--- config.mk ---
export PLATFORM = sky130hd
export DESIGN_NAME = hilbert_allpass_quadrature
export DESIGN_NICKNAME = d
export VERILOG_FILES = /design/src/design/hap_pkg.sv /design/src/design/hilbert_allpass_quadrature.sv
export SDC_FILE = /design/constraint.sdc
export NUM_CORES = 2
export LEC_CHECK = 0
export ABC_AREA = 0
export BUFFER_PORTS_ARGS = -buffer_cell sky130_fd_sc_hd__buf_4
export CORE_ASPECT_RATIO = 1.25
export CORE_MARGIN = 4
export CORE_UTILIZATION = 60
export CTS_CLUSTER_DIAMETER = 100
export DETAILED_ROUTE_END_ITERATION = 16
export PLACE_DENSITY = 0.76
export SYNTH_ARGS = -nofsm -noshare
export SYNTH_HDL_FRONTEND = slang
export SYNTH_SLANG_ARGS = --single-unit
--- constraint.sdc ---
create_clock -name i_clk -period 17.2 [get_ports i_clk]
set_clock_uncertainty 0.15 [all_clocks]
set_input_delay 1.72 -clock i_clk [delete_from_list [all_inputs] [get_ports i_clk]]
set_output_delay 1.72 -clock i_clk [all_outputs]
set_load 0.02 [all_outputs]
--- src/design/hap_pkg.sv ---
// Shared constants, microcode program and coefficient function for the allpass Hilbert block.
`timescale 1ns / 1ps

package hap_pkg;

    localparam int NUM_SECTIONS = 12;
    localparam int CASCADE_LEN  = 6;
    localparam int SEC_W        = 4;
    localparam int STEP_W       = 4;
    localparam int UC_DEPTH     = 15;

    localparam longint unsigned PI_E9   = 64'd3141592654;
    localparam longint unsigned TEN_E13 = 64'd10000000000000;

    // Pole frequencies in units of 1e-4.
    localparam longint unsigned POLE_E4 [NUM_SECTIONS] = '{
        64'd3609, 64'd27412, 64'd111573, 64'd447581, 64'd1796242, 64'd7984578,
        64'd12524, 64'd55671, 64'd223423, 64'd896271, 64'd3647914, 64'd27701114
    };

    typedef logic [1:0] t_cond;
    localparam t_cond UC_NEXT    = 2'd0;
    localparam t_cond UC_WAIT_IN = 2'd1;
    localparam t_cond UC_EMIT    = 2'd2;

    typedef struct packed {
        logic              mul_en;
        logic              path;
        logic [SEC_W-1:0]  sec;
        t_cond             cond;
        logic [STEP_W-1:0] target;
    } t_uword;

    localparam logic [STEP_W-1:0] STEP_IDLE = 4'd0;
    localparam logic [STEP_W-1:0] STEP_EMIT = 4'd14;

    // Real and imaginary sections alternate so that each multiply overlaps
    // the add of the section before it in the other cascade.
    localparam t_uword UCODE [UC_DEPTH] = '{
        '{1'b0, 1'b0, 4'd0,  UC_WAIT_IN, 4'd0},
        '{1'b1, 1'b0, 4'd0,  UC_NEXT,    4'd0},
        '{1'b1, 1'b1, 4'd6,  UC_NEXT,    4'd0},
        '{1'b1, 1'b0, 4'd1,  UC_NEXT,    4'd0},
        '{1'b1, 1'b1, 4'd7,  UC_NEXT,    4'd0},
        '{1'b1, 1'b0, 4'd2,  UC_NEXT,    4'd0},
        '{1'b1, 1'b1, 4'd8,  UC_NEXT,    4'd0},
        '{1'b1, 1'b0, 4'd3,  UC_NEXT,    4'd0},
        '{1'b1, 1'b1, 4'd9,  UC_NEXT,    4'd0},
        '{1'b1, 1'b0, 4'd4,  UC_NEXT,    4'd0},
        '{1'b1, 1'b1, 4'd10, UC_NEXT,    4'd0},
        '{1'b1, 1'b0, 4'd5,  UC_NEXT,    4'd0},
        '{1'b1, 1'b1, 4'd11, UC_NEXT,    4'd0},
        '{1'b0, 1'b0, 4'd0,  UC_NEXT,    4'd0},
        '{1'b0, 1'b0, 4'd0,  UC_EMIT,    4'd0}
    };

    // Bilinear allpass coefficient c = (a - s) / (a + s), rounded half up on the magnitude.
    function automatic longint hap_coef(input int idx, input longint unsigned rate,
                                        input int frac);
        longint unsigned s;
        longint unsigned a;
        longint unsigned d;
        longint unsigned r;
        longint unsigned q;
        longint unsigned mag;
        longint unsigned lim;
        logic            neg;
        s   = 64'd2 * rate * TEN_E13;
        a   = 64'd30 * POLE_E4[idx] * PI_E9;
        d   = a + s;
        neg = (a < s);
        r   = neg ? (s - a) : (a - s);
        q   = 64'd0;
        for (int k = 0; k <= frac; k++) begin
            r = r << 1;
            q = q << 1;
            if (r >= d) begin
                r = r - d;
                q = q | 64'd1;
            end
        end
        mag = (q + 64'd1) >> 1;
        lim = 64'd1 << frac;
        if (neg) begin
            if (mag > lim) begin
                mag = lim;
            end
            return -$signed(mag);
        end
        if (mag > lim - 64'd1) begin
            mag = lim - 64'd1;
        end
        return $signed(mag);
    endfunction

endpackage

--- src/design/hilbert_allpass_quadrature.sv ---
// Top level of the twelve-pole allpass-pair Hilbert transformer.
`timescale 1ns / 1ps

// The input channel takes one signed sample per transaction on i_valid and
// o_stall. The output channel delivers the real and imaginary samples of one
// result per transaction on o_valid and i_stall.
// A microcode program steps one shared multiplier through all twelve allpass
// sections, alternating the two cascades so that the multiply of one section
// overlaps the add and saturation of the section before it.
// A result reaches the output register after twelve multiply steps, one closing
// add step and one emit step. The block can accept the next sample in the cycle
// after it loads a result, so it takes no new sample while the program is still
// running through the steps of the last one.
// A finished result waits in the output register while the next sample is
// processed; if the receiver still stalls when the next result is ready, the
// program holds at its emit step and o_stall stays high.
// Reset clears all section memories, the step counter and the output valid.
module hilbert_allpass_quadrature
    import hap_pkg::*;
#(
    parameter int SAMPLE_RATE    = 44100,
    parameter int SAMPLE_BITS    = 24,
    parameter int COEF_FRAC_BITS = 17
) (
    input  logic                          i_clk,
    input  logic                          i_rst_n,
    input  logic                          i_valid,
    output logic                          o_stall,
    input  logic signed [SAMPLE_BITS-1:0] i_sample_in,
    output logic                          o_valid,
    input  logic                          i_stall,
    output logic signed [SAMPLE_BITS-1:0] o_real_out,
    output logic signed [SAMPLE_BITS-1:0] o_imag_out
);

    localparam int SW   = SAMPLE_BITS;
    localparam int MW   = SAMPLE_BITS + 2;
    localparam int DW   = MW + 1;
    localparam int CW   = COEF_FRAC_BITS + 1;
    localparam int PW   = DW + CW;
    localparam int SUMW = MW + 3;

    localparam longint COEF_TAB [NUM_SECTIONS] = '{
        hap_coef(0, SAMPLE_RATE, COEF_FRAC_BITS),
        hap_coef(1, SAMPLE_RATE, COEF_FRAC_BITS),
        hap_coef(2, SAMPLE_RATE, COEF_FRAC_BITS),
        hap_coef(3, SAMPLE_RATE, COEF_FRAC_BITS),
        hap_coef(4, SAMPLE_RATE, COEF_FRAC_BITS),
        hap_coef(5, SAMPLE_RATE, COEF_FRAC_BITS),
        hap_coef(6, SAMPLE_RATE, COEF_FRAC_BITS),
        hap_coef(7, SAMPLE_RATE, COEF_FRAC_BITS),
        hap_coef(8, SAMPLE_RATE, COEF_FRAC_BITS),
        hap_coef(9, SAMPLE_RATE, COEF_FRAC_BITS),
        hap_coef(10, SAMPLE_RATE, COEF_FRAC_BITS),
        hap_coef(11, SAMPLE_RATE, COEF_FRAC_BITS)
    };

    logic [STEP_W-1:0]        r_step;
    logic [STEP_W-1:0]        n_step;
    logic signed [MW-1:0]     r_xr;
    logic signed [MW-1:0]     r_xi;
    logic signed [MW-1:0]     r_prev_in  [NUM_SECTIONS];
    logic signed [MW-1:0]     r_prev_out [NUM_SECTIONS];
    logic signed [PW-1:0]     r_prod;
    logic signed [MW-1:0]     r_a_x;
    logic [SEC_W-1:0]         r_a_sec;
    logic                     r_a_path;
    logic                     r_a_en;
    logic                     r_out_valid;
    logic signed [SW-1:0]     r_real;
    logic signed [SW-1:0]     r_imag;

    t_uword                   w_uw;
    logic                     w_accept;
    logic                     w_emit;
    logic signed [MW-1:0]     w_x;
    logic signed [MW-1:0]     w_in_ext;
    logic signed [DW-1:0]     w_diff;
    logic signed [CW-1:0]     w_coef;
    logic signed [PW-1:0]     w_rnd;
    logic signed [SUMW-1:0]   w_sum;
    logic signed [MW-1:0]     w_y;
    logic signed [SW-1:0]     w_real_sat;
    logic signed [SW-1:0]     w_imag_sat;

    assign w_uw     = UCODE[r_step];
    assign o_stall  = (r_step != STEP_IDLE);
    assign w_accept = i_valid && !o_stall;
    assign w_emit   = (w_uw.cond == UC_EMIT) && !(r_out_valid && i_stall);

    always_comb begin
        n_step = r_step;
        unique case (w_uw.cond)
            UC_NEXT: begin
                n_step = r_step + 1'b1;
            end
            UC_WAIT_IN: begin
                if (i_valid) begin
                    n_step = r_step + 1'b1;
                end
            end
            UC_EMIT: begin
                if (w_emit) begin
                    n_step = w_uw.target;
                end
            end
            default: begin
                n_step = STEP_IDLE;
            end
        endcase
    end

    assign w_in_ext = {{2{i_sample_in[SW-1]}}, i_sample_in};
    assign w_x      = w_uw.path ? r_xi : r_xr;
    assign w_diff   = {w_x[MW-1], w_x} - {r_prev_out[w_uw.sec][MW-1], r_prev_out[w_uw.sec]};
    assign w_coef   = CW'(COEF_TAB[w_uw.sec]);

    assign w_rnd = r_prod + (PW'(1) << (COEF_FRAC_BITS - 1));
    assign w_sum = {w_rnd[PW-1], w_rnd[PW-1:COEF_FRAC_BITS]}
                 + {{3{r_prev_in[r_a_sec][MW-1]}}, r_prev_in[r_a_sec]};

    always_comb begin
        if ((&w_sum[SUMW-1:MW-1]) || !(|w_sum[SUMW-1:MW-1])) begin
            w_y = w_sum[MW-1:0];
        end else begin
            w_y = {w_sum[SUMW-1], {(MW-1){~w_sum[SUMW-1]}}};
        end
    end

    always_comb begin
        if ((&r_xr[MW-1:SW-1]) || !(|r_xr[MW-1:SW-1])) begin
            w_real_sat = r_xr[SW-1:0];
        end else begin
            w_real_sat = {r_xr[MW-1], {(SW-1){~r_xr[MW-1]}}};
        end
        if ((&r_xi[MW-1:SW-1]) || !(|r_xi[MW-1:SW-1])) begin
            w_imag_sat = r_xi[SW-1:0];
        end else begin
            w_imag_sat = {r_xi[MW-1], {(SW-1){~r_xi[MW-1]}}};
        end
    end

    always_ff @(posedge i_clk) begin
        if (!i_rst_n) begin
            r_step      <= STEP_IDLE;
            r_a_en      <= 1'b0;
            r_out_valid <= 1'b0;
            for (int i = 0; i < NUM_SECTIONS; i++) begin
                r_prev_in[i]  <= '0;
                r_prev_out[i] <= '0;
            end
        end else begin
            r_step <= n_step;
            r_a_en <= w_uw.mul_en;
            if (r_a_en) begin
                r_prev_in[r_a_sec]  <= r_a_x;
                r_prev_out[r_a_sec] <= w_y;
            end
            if (w_emit) begin
                r_out_valid <= 1'b1;
            end else if (r_out_valid && !i_stall) begin
                r_out_valid <= 1'b0;
            end
        end
    end

    always_ff @(posedge i_clk) begin
        if (w_accept) begin
            r_xr <= w_in_ext;
            r_xi <= w_in_ext;
        end else if (r_a_en) begin
            if (r_a_path) begin
                r_xi <= w_y;
            end else begin
                r_xr <= w_y;
            end
        end
        r_prod   <= w_diff * w_coef;
        r_a_x    <= w_x;
        r_a_sec  <= w_uw.sec;
        r_a_path <= w_uw.path;
        if (w_emit) begin
            r_real <= w_real_sat;
            r_imag <= w_imag_sat;
        end
    end

    assign o_valid    = r_out_valid;
    assign o_real_out = r_real;
    assign o_imag_out = r_imag;

    a_accept_starts: assert property (@(posedge i_clk) disable iff (!i_rst_n)
        w_accept |=> (r_step == 4'd1))
        else $error("accepted transaction did not start the program");

    a_add_follows_mul: assert property (@(posedge i_clk) disable iff (!i_rst_n)
        r_a_en |-> ($past(w_uw.mul_en) && (r_a_sec == $past(w_uw.sec))))
        else $error("add stage out of step with multiply stage");

    a_result_from_emit: assert property (@(posedge i_clk) disable iff (!i_rst_n)
        $rose(o_valid) |-> ($past(r_step) == STEP_EMIT))
        else $error("result loaded outside the emit step");

    a_no_accept_busy: assert property (@(posedge i_clk) disable iff (!i_rst_n)
        (r_a_en || (w_uw.mul_en)) |-> !w_accept)
        else $error("transaction accepted while sections are running");

endmodule

[Word-level counts from Yosys, hierarchy flattened]
Memory sizes are Yosys's and may differ from the RTL's. A register that Yosys moved wholly into a read port is not among the register bits.
Index checks and enable logic that the tools add are counted.
Widths: inputs -> output; s select.
Word-level totals
  register bits: 182
  RAM bits: 624
  bits in read-only memories: 1216
  input port bits: 28
  output and inout bits: 50
  word-level logic and storage cells: 90
  memories: 4
Memories
  (no name shown): words 16, bits a word 64, rd ports 1, clocked after memory_dff 0, wr ports 0, RTL line hilbert_allpass_quadrature.sv:116  | assign w_coef = CW'(COEF_TAB[w_uw.sec]);
  r_prev_in: words 12, bits a word 26, rd ports 1, clocked after memory_dff 1, wr ports 12, RTL line hilbert_allpass_quadrature.sv:62  | logic signed [MW-1:0] r_prev_in [NUM_SECTIONS];
  r_prev_out: words 12, bits a word 26, rd ports 1, clocked after memory_dff 0, wr ports 12, RTL line hilbert_allpass_quadrature.sv:63  | logic signed [MW-1:0] r_prev_out [NUM_SECTIONS];
  (no name shown): words 16, bits a word 12, rd ports 1, clocked after memory_dff 0, wr ports 0, RTL line hilbert_allpass_quadrature.sv:86  | assign w_uw = UCODE[r_step];
Cells by class
  add/sub/neg operators: 4
  $mul: 1
  $lt $le $gt $ge: 2
  eq/ne operators: 5
  multiplexer cells: 29
  bitwise gates (word level): 5
  reductions and logical operators: 29
Operator list (number)
  $mux 26: 10
  $reduce_or 26->1: 2
  $mux 24: 2
  $add 45x18->45 const B: 1
  $mul 27x18->45: 1
  $mux 18: 2
  $add 28x26->29: 1
  $sub 26x26->27: 1
  $mux 12: 2
  $mux 4: 4
  $pmux 4 s3: 1
  $ge 5x5->1 const B: 2
  $not 4->5: 2
  $mux 1: 8
  $logic_not 1->1: 6
  $reduce_and 2->1: 3
  $reduce_and 3->1: 2
  $reduce_bool 2->1: 3
  $reduce_or 3->1: 2
  $add 4x1->4 const B: 1
  $logic_and 1x1->1: 4
  $ne 2x2->1 const B: 2
  $reduce_and 4->1: 1
  $reduce_bool 4->1: 1
  7 further kinds: 11

[Depth between registers and ports, before layout]
  word-level depth: 9
  depth in mapped cells: 47
  mapped depth without buffers: 44

[Worst setup path before layout]
Ideal clock, no wire load.
  kind: register -> register
  start: register r_step[0]
  end: register r_prod[44]
  arrival: 9.988 ns
  data required time: 16.959 ns
  slack: 6.971 ns
  cell stages (with the launch flop): 44
  path buffers: 4
  clock period less this slack: 10.229 ns
  cells stage by stage: dfxtp_1 inv_1 ha_1 a21oi_1 a21o_1 clkbuf_1 clkbuf_1 mux4_2 nor2_1 a21oi_1 o21ai_0 ha_1 clkbuf_1 nand3_1 nor3_1 a211o_1 a21o_1 a21o_1 [... 8 more ...] ha_1 inv_1 fa_1 inv_1 fa_1 inv_1 fa_1 inv_1 ha_1 a21oi_1 o21ai_0 a21oi_1 o21ai_0 o21a_1 nor2_1 a211o_1 and3_1 a311oi_1
Between the ends
  word-level cells in the longest chain between the ends: 9
  elaborated cells on any way between the ends: 12
Ends and longest elaborated chain
  start, declared: RTL line hilbert_allpass_quadrature.sv:58  | logic [STEP_W-1:0] r_step;
  start signal, assigned: RTL line hilbert_allpass_quadrature.sv:153  | r_step <= n_step;
  $not 4->5 (implied by the code) *: RTL line hilbert_allpass_quadrature.sv:86
  $mem_v2 16x12 *
  $mux 12 (implied by the code) * (2 in series): RTL line hilbert_allpass_quadrature.sv:86
  branches (longest 4 deep; another with $sub 26x26->27)
  $mul 27x18->45 *: RTL line hilbert_allpass_quadrature.sv:178  | r_prod <= w_diff * w_coef;
  end signal, assigned: RTL line hilbert_allpass_quadrature.sv:178
  end, declared: RTL line hilbert_allpass_quadrature.sv:64  | logic signed [PW-1:0] r_prod;
Mark *: on every way between the ends. The select of a mux whose other input is x is not followed.
A chain may end at the register's enable or synchronous reset.

[Final worst setup path]
Same ends and word-level chain as after synthesis.

==> metrics.md <==
| Metric | Value |
|---|---|
| TritonCTS clock tree | yes |
| Post-synth EDFFs | 932 |
| First-pass GRT wire length | 268000 um |
| Post-DP HPWL | 118000 um |
| Area growth from synthesis to layout | 8.34% |
| IO buf count | 77 |
| Largest net degree at the start of global routing | 107 |
| Final Cycle Share | 72.6% |
| Setup TNS | 0 ps |
| Top cells by count, synth | 932 x edfxtp_1, 556 x inv_1, 531 x nand2_1 |
| First DRT Iteration DRCs | 5886 |
| Number of core rows | 131 |
| RSZ-0062 raised after global routing | false |
| Final Util | 65.7% |
| Max Cap Violations | 0 |
| Syn Inst Count | 5188 |
| Final ANT Viol Nets | 0 |
| Slew margin rel. | 17.4% |
| Share of layout cells above drive strength 1 | 12.3% |
| Crit path capture type | flop |
| Die area | 109000 um^2 |
| Final nets | 5791 |
| Min cycle time layout | 12480 ps |
| Post-CTS sizing | 0 |
| # Post-CTS Setup Buffers | 0 |
| Clk root buf | clkbuf_16 |
| Syn Std Cell Area | 62000 um^2 |
| Outcome | finished clean |
| Type of the worst setup path | reg -> reg |
| GPL Wtd Cong | 0.974 |
| Hold Violations, Final | 0 |
| Buffers and inverters on the worst path | 7 |
| Synth top area share | 45.1% |
| CTS max path bufs | 3 |
| CP Launch Type | flop |
| Number of antenna violations at the first check in global routing | 19 |
| Via density | 6.51 |
| Synth area leaders | edfxtp_1 45%, fa_1 15%, mux4_2 7.5% |
| Vias | 42600 |
| CP arrival | 12930 ps |
| Async set-reset flop share out of synthesis | 0% |
| CP delay by family, top | compound AO/OA/AOI/OAI gates |
| CP max-delay cell | xnor2_1 |
| Clock Pin Slew Worst Setup and Hold Paths | 60 ps |
| Synth Warn # | 0 |
| Worst Path Max Fanout | 36 |
| Worst endpoint required time | 17650 ps |
| Clk sink count | 998 |
| Post-Place Cells | 6349 |
| Sequential area share after synthesis | 47.3% |
| Hold-fix buffers, CTS | 0 |
| Final worst slack | 4720 ps |
| GRT Residual Overflow | 0 |
| H-tree levels | 3 |
| Starting Density | 60.6% |
| Slew Limit Fails | 0 |
| Min-Delay Path Class | reg -> reg |
| Drt total wl | 177000 um |
| Final setup vio count | 0 |
| Pre-CTS setup slack | 5080 ps |
| Yosys reg bits | 998 |
| Most frequent cell after synthesis | edfxtp_1 |
| Max Clock Freq | 80.1 MHz |
| WL per Instance | 27.1 um |
| Ys flop type | edfxtp_1 |
| Gr usage total | 33.0% |
| CTS Buf Count | 99 |
| Number of global-route vias before repair | 43800 |
| Syn Nets | 5859 |
| Latest clock arrival within the worst-skew pair | 690 ps |
| Largest area contributor in the netlist | edfxtp_1 |
| IO Pins | 78 |
| Crit path largest cell delay | 950 ps |
| Die X | 296 um |
| DR DRC count | 0 |
| Worst-Margin Slew | 1230 ps |
| Fin cells | 6545 |
| Syn_area_per_cell | 12.0 um^2 |
| Core box area | 102000 um^2 |
| DRT Pass-1 Iters | 6 |
| Die Y | 367 um |
| Unique cell type count in the Yosys netlist | 81 |
sequential cells by signal, indices dropped and copies added, names as in the netlist:
| name | flops |
|---|---|
| o_imag_out | 24 |
| r_a_x | 26 |
| r_prev_in | 416 |
| r_a_en | 1 |
| r_prod | 29 |
| r_prev_out | 416 |
| r_xr | 26 |
| r_a_path | 1 |
| o_valid | 1 |
| r_step | 4 |
| r_xi | 26 |
| r_a_sec | 4 |
| o_real_out | 24 |
kinds of logic (layout without fill, tap and decap cells):
| family | Yosys count | after routing | share of synthesized area (%) |
|---|---|---|---|
| compound gates | 667 | 667 | 6.73 |
| xor+xnor | 130 | 130 | 1.88 |
| mux | 210 | 210 | 7.57 |
| buf+inv | 911 | 929 | 5.67 |
| flops | 998 | 998 | 47.3 |
| fa+ha+maj | 643 | 643 | 18.7 |
| simple gates | 1629 | 1629 | 12.2 |
| other cells | 0 | 9 | 0 |
worst register-to-register path, delay by kind of cell (launching register included):
kind / cells / cell delay, ps
buf+inv: 7 / 1260
compound gates: 19 / 4600
xor+xnor: 1 / 950
flops: 1 / 430
fa+ha+maj: 9 / 4140
simple gates: 4 / 660
mux: 1 / 190
cells in the final DEF (no fill, tap or decap), drive strengths merged, types with 19 or more instances in the layout:
cell | Yosys | routed
buf | 73 | 181
nor3 | 46 | 46
xor2 | 47 | 47
mux4 | 207 | 207
inv | 557 | 561
nand2 | 532 | 532
and3 | 334 | 334
clkbuf | 277 | 141
xnor2 | 83 | 83
ha | 169 | 169
and2 | 31 | 31
a211oi | 30 | 30
o21a | 20 | 20
nor2b | 23 | 23
nand2b | 19 | 19
nor2 | 490 | 490
dfxtp | 66 | 66
a21o | 36 | 36
nand3 | 98 | 98
o21ai | 306 | 306
clkinv | 4 | 35
fa | 474 | 474
a21oi | 117 | 117
edfxtp | 932 | 932
path summary, 6_finish.rpt:
path / startpoint / to / slack (ps) / depth (start not counted)
max: r_step[0] / r_prod[44] / 4720 / 41
min: r_xr[13] / o_real_out[13] / 430 / 2
max reg2reg: r_step[0] / r_prod[44] / 4720 / 41
min reg2reg: r_xr[13] / o_real_out[13] / 430 / 2
cell type report:
type | instances | area [um^2]
Inverter | 561 | 2110
Tap cell | 1330 | 1660
Clock inverter | 46 | 543
Antenna cell | 9 | 22.5
Sequential cell | 998 | 29300
Timing Repair Buffer | 181 | 1360
Multi-Input combinational cell | 3279 | 29500
Clock buffer | 141 | 2710
Fill cell | 7397 | 35100
metal layers:
| metal | vias up | GRT usage [%] | wire (um) | part of all wire [%] |
|---|---|---|---|---|
| met1 | 21400 | 41.8 | 61000 | 34 |
| met5 | - | 0 | 116 | 0.065 |
| li1 | 17900 | - | - | - |
| met4 | 18 | 17.0 | 10900 | 6.1 |
| met2 | 2720 | 53.4 | 85200 | 48 |
| met3 | 641 | 8.12 | 20300 | 11 |
metrics by stage:
step,instance area (um^2),hold slack (ps)
floorplan,62000,311
global placement,63900,397
detailed placement,63900,409
CTS,67100,423
global route,67200,449
finish,67200,427
Power is left out: the tool's default activity adds up to more than one toggle a clock period on the data nets, which glitch-free logic cannot reach.
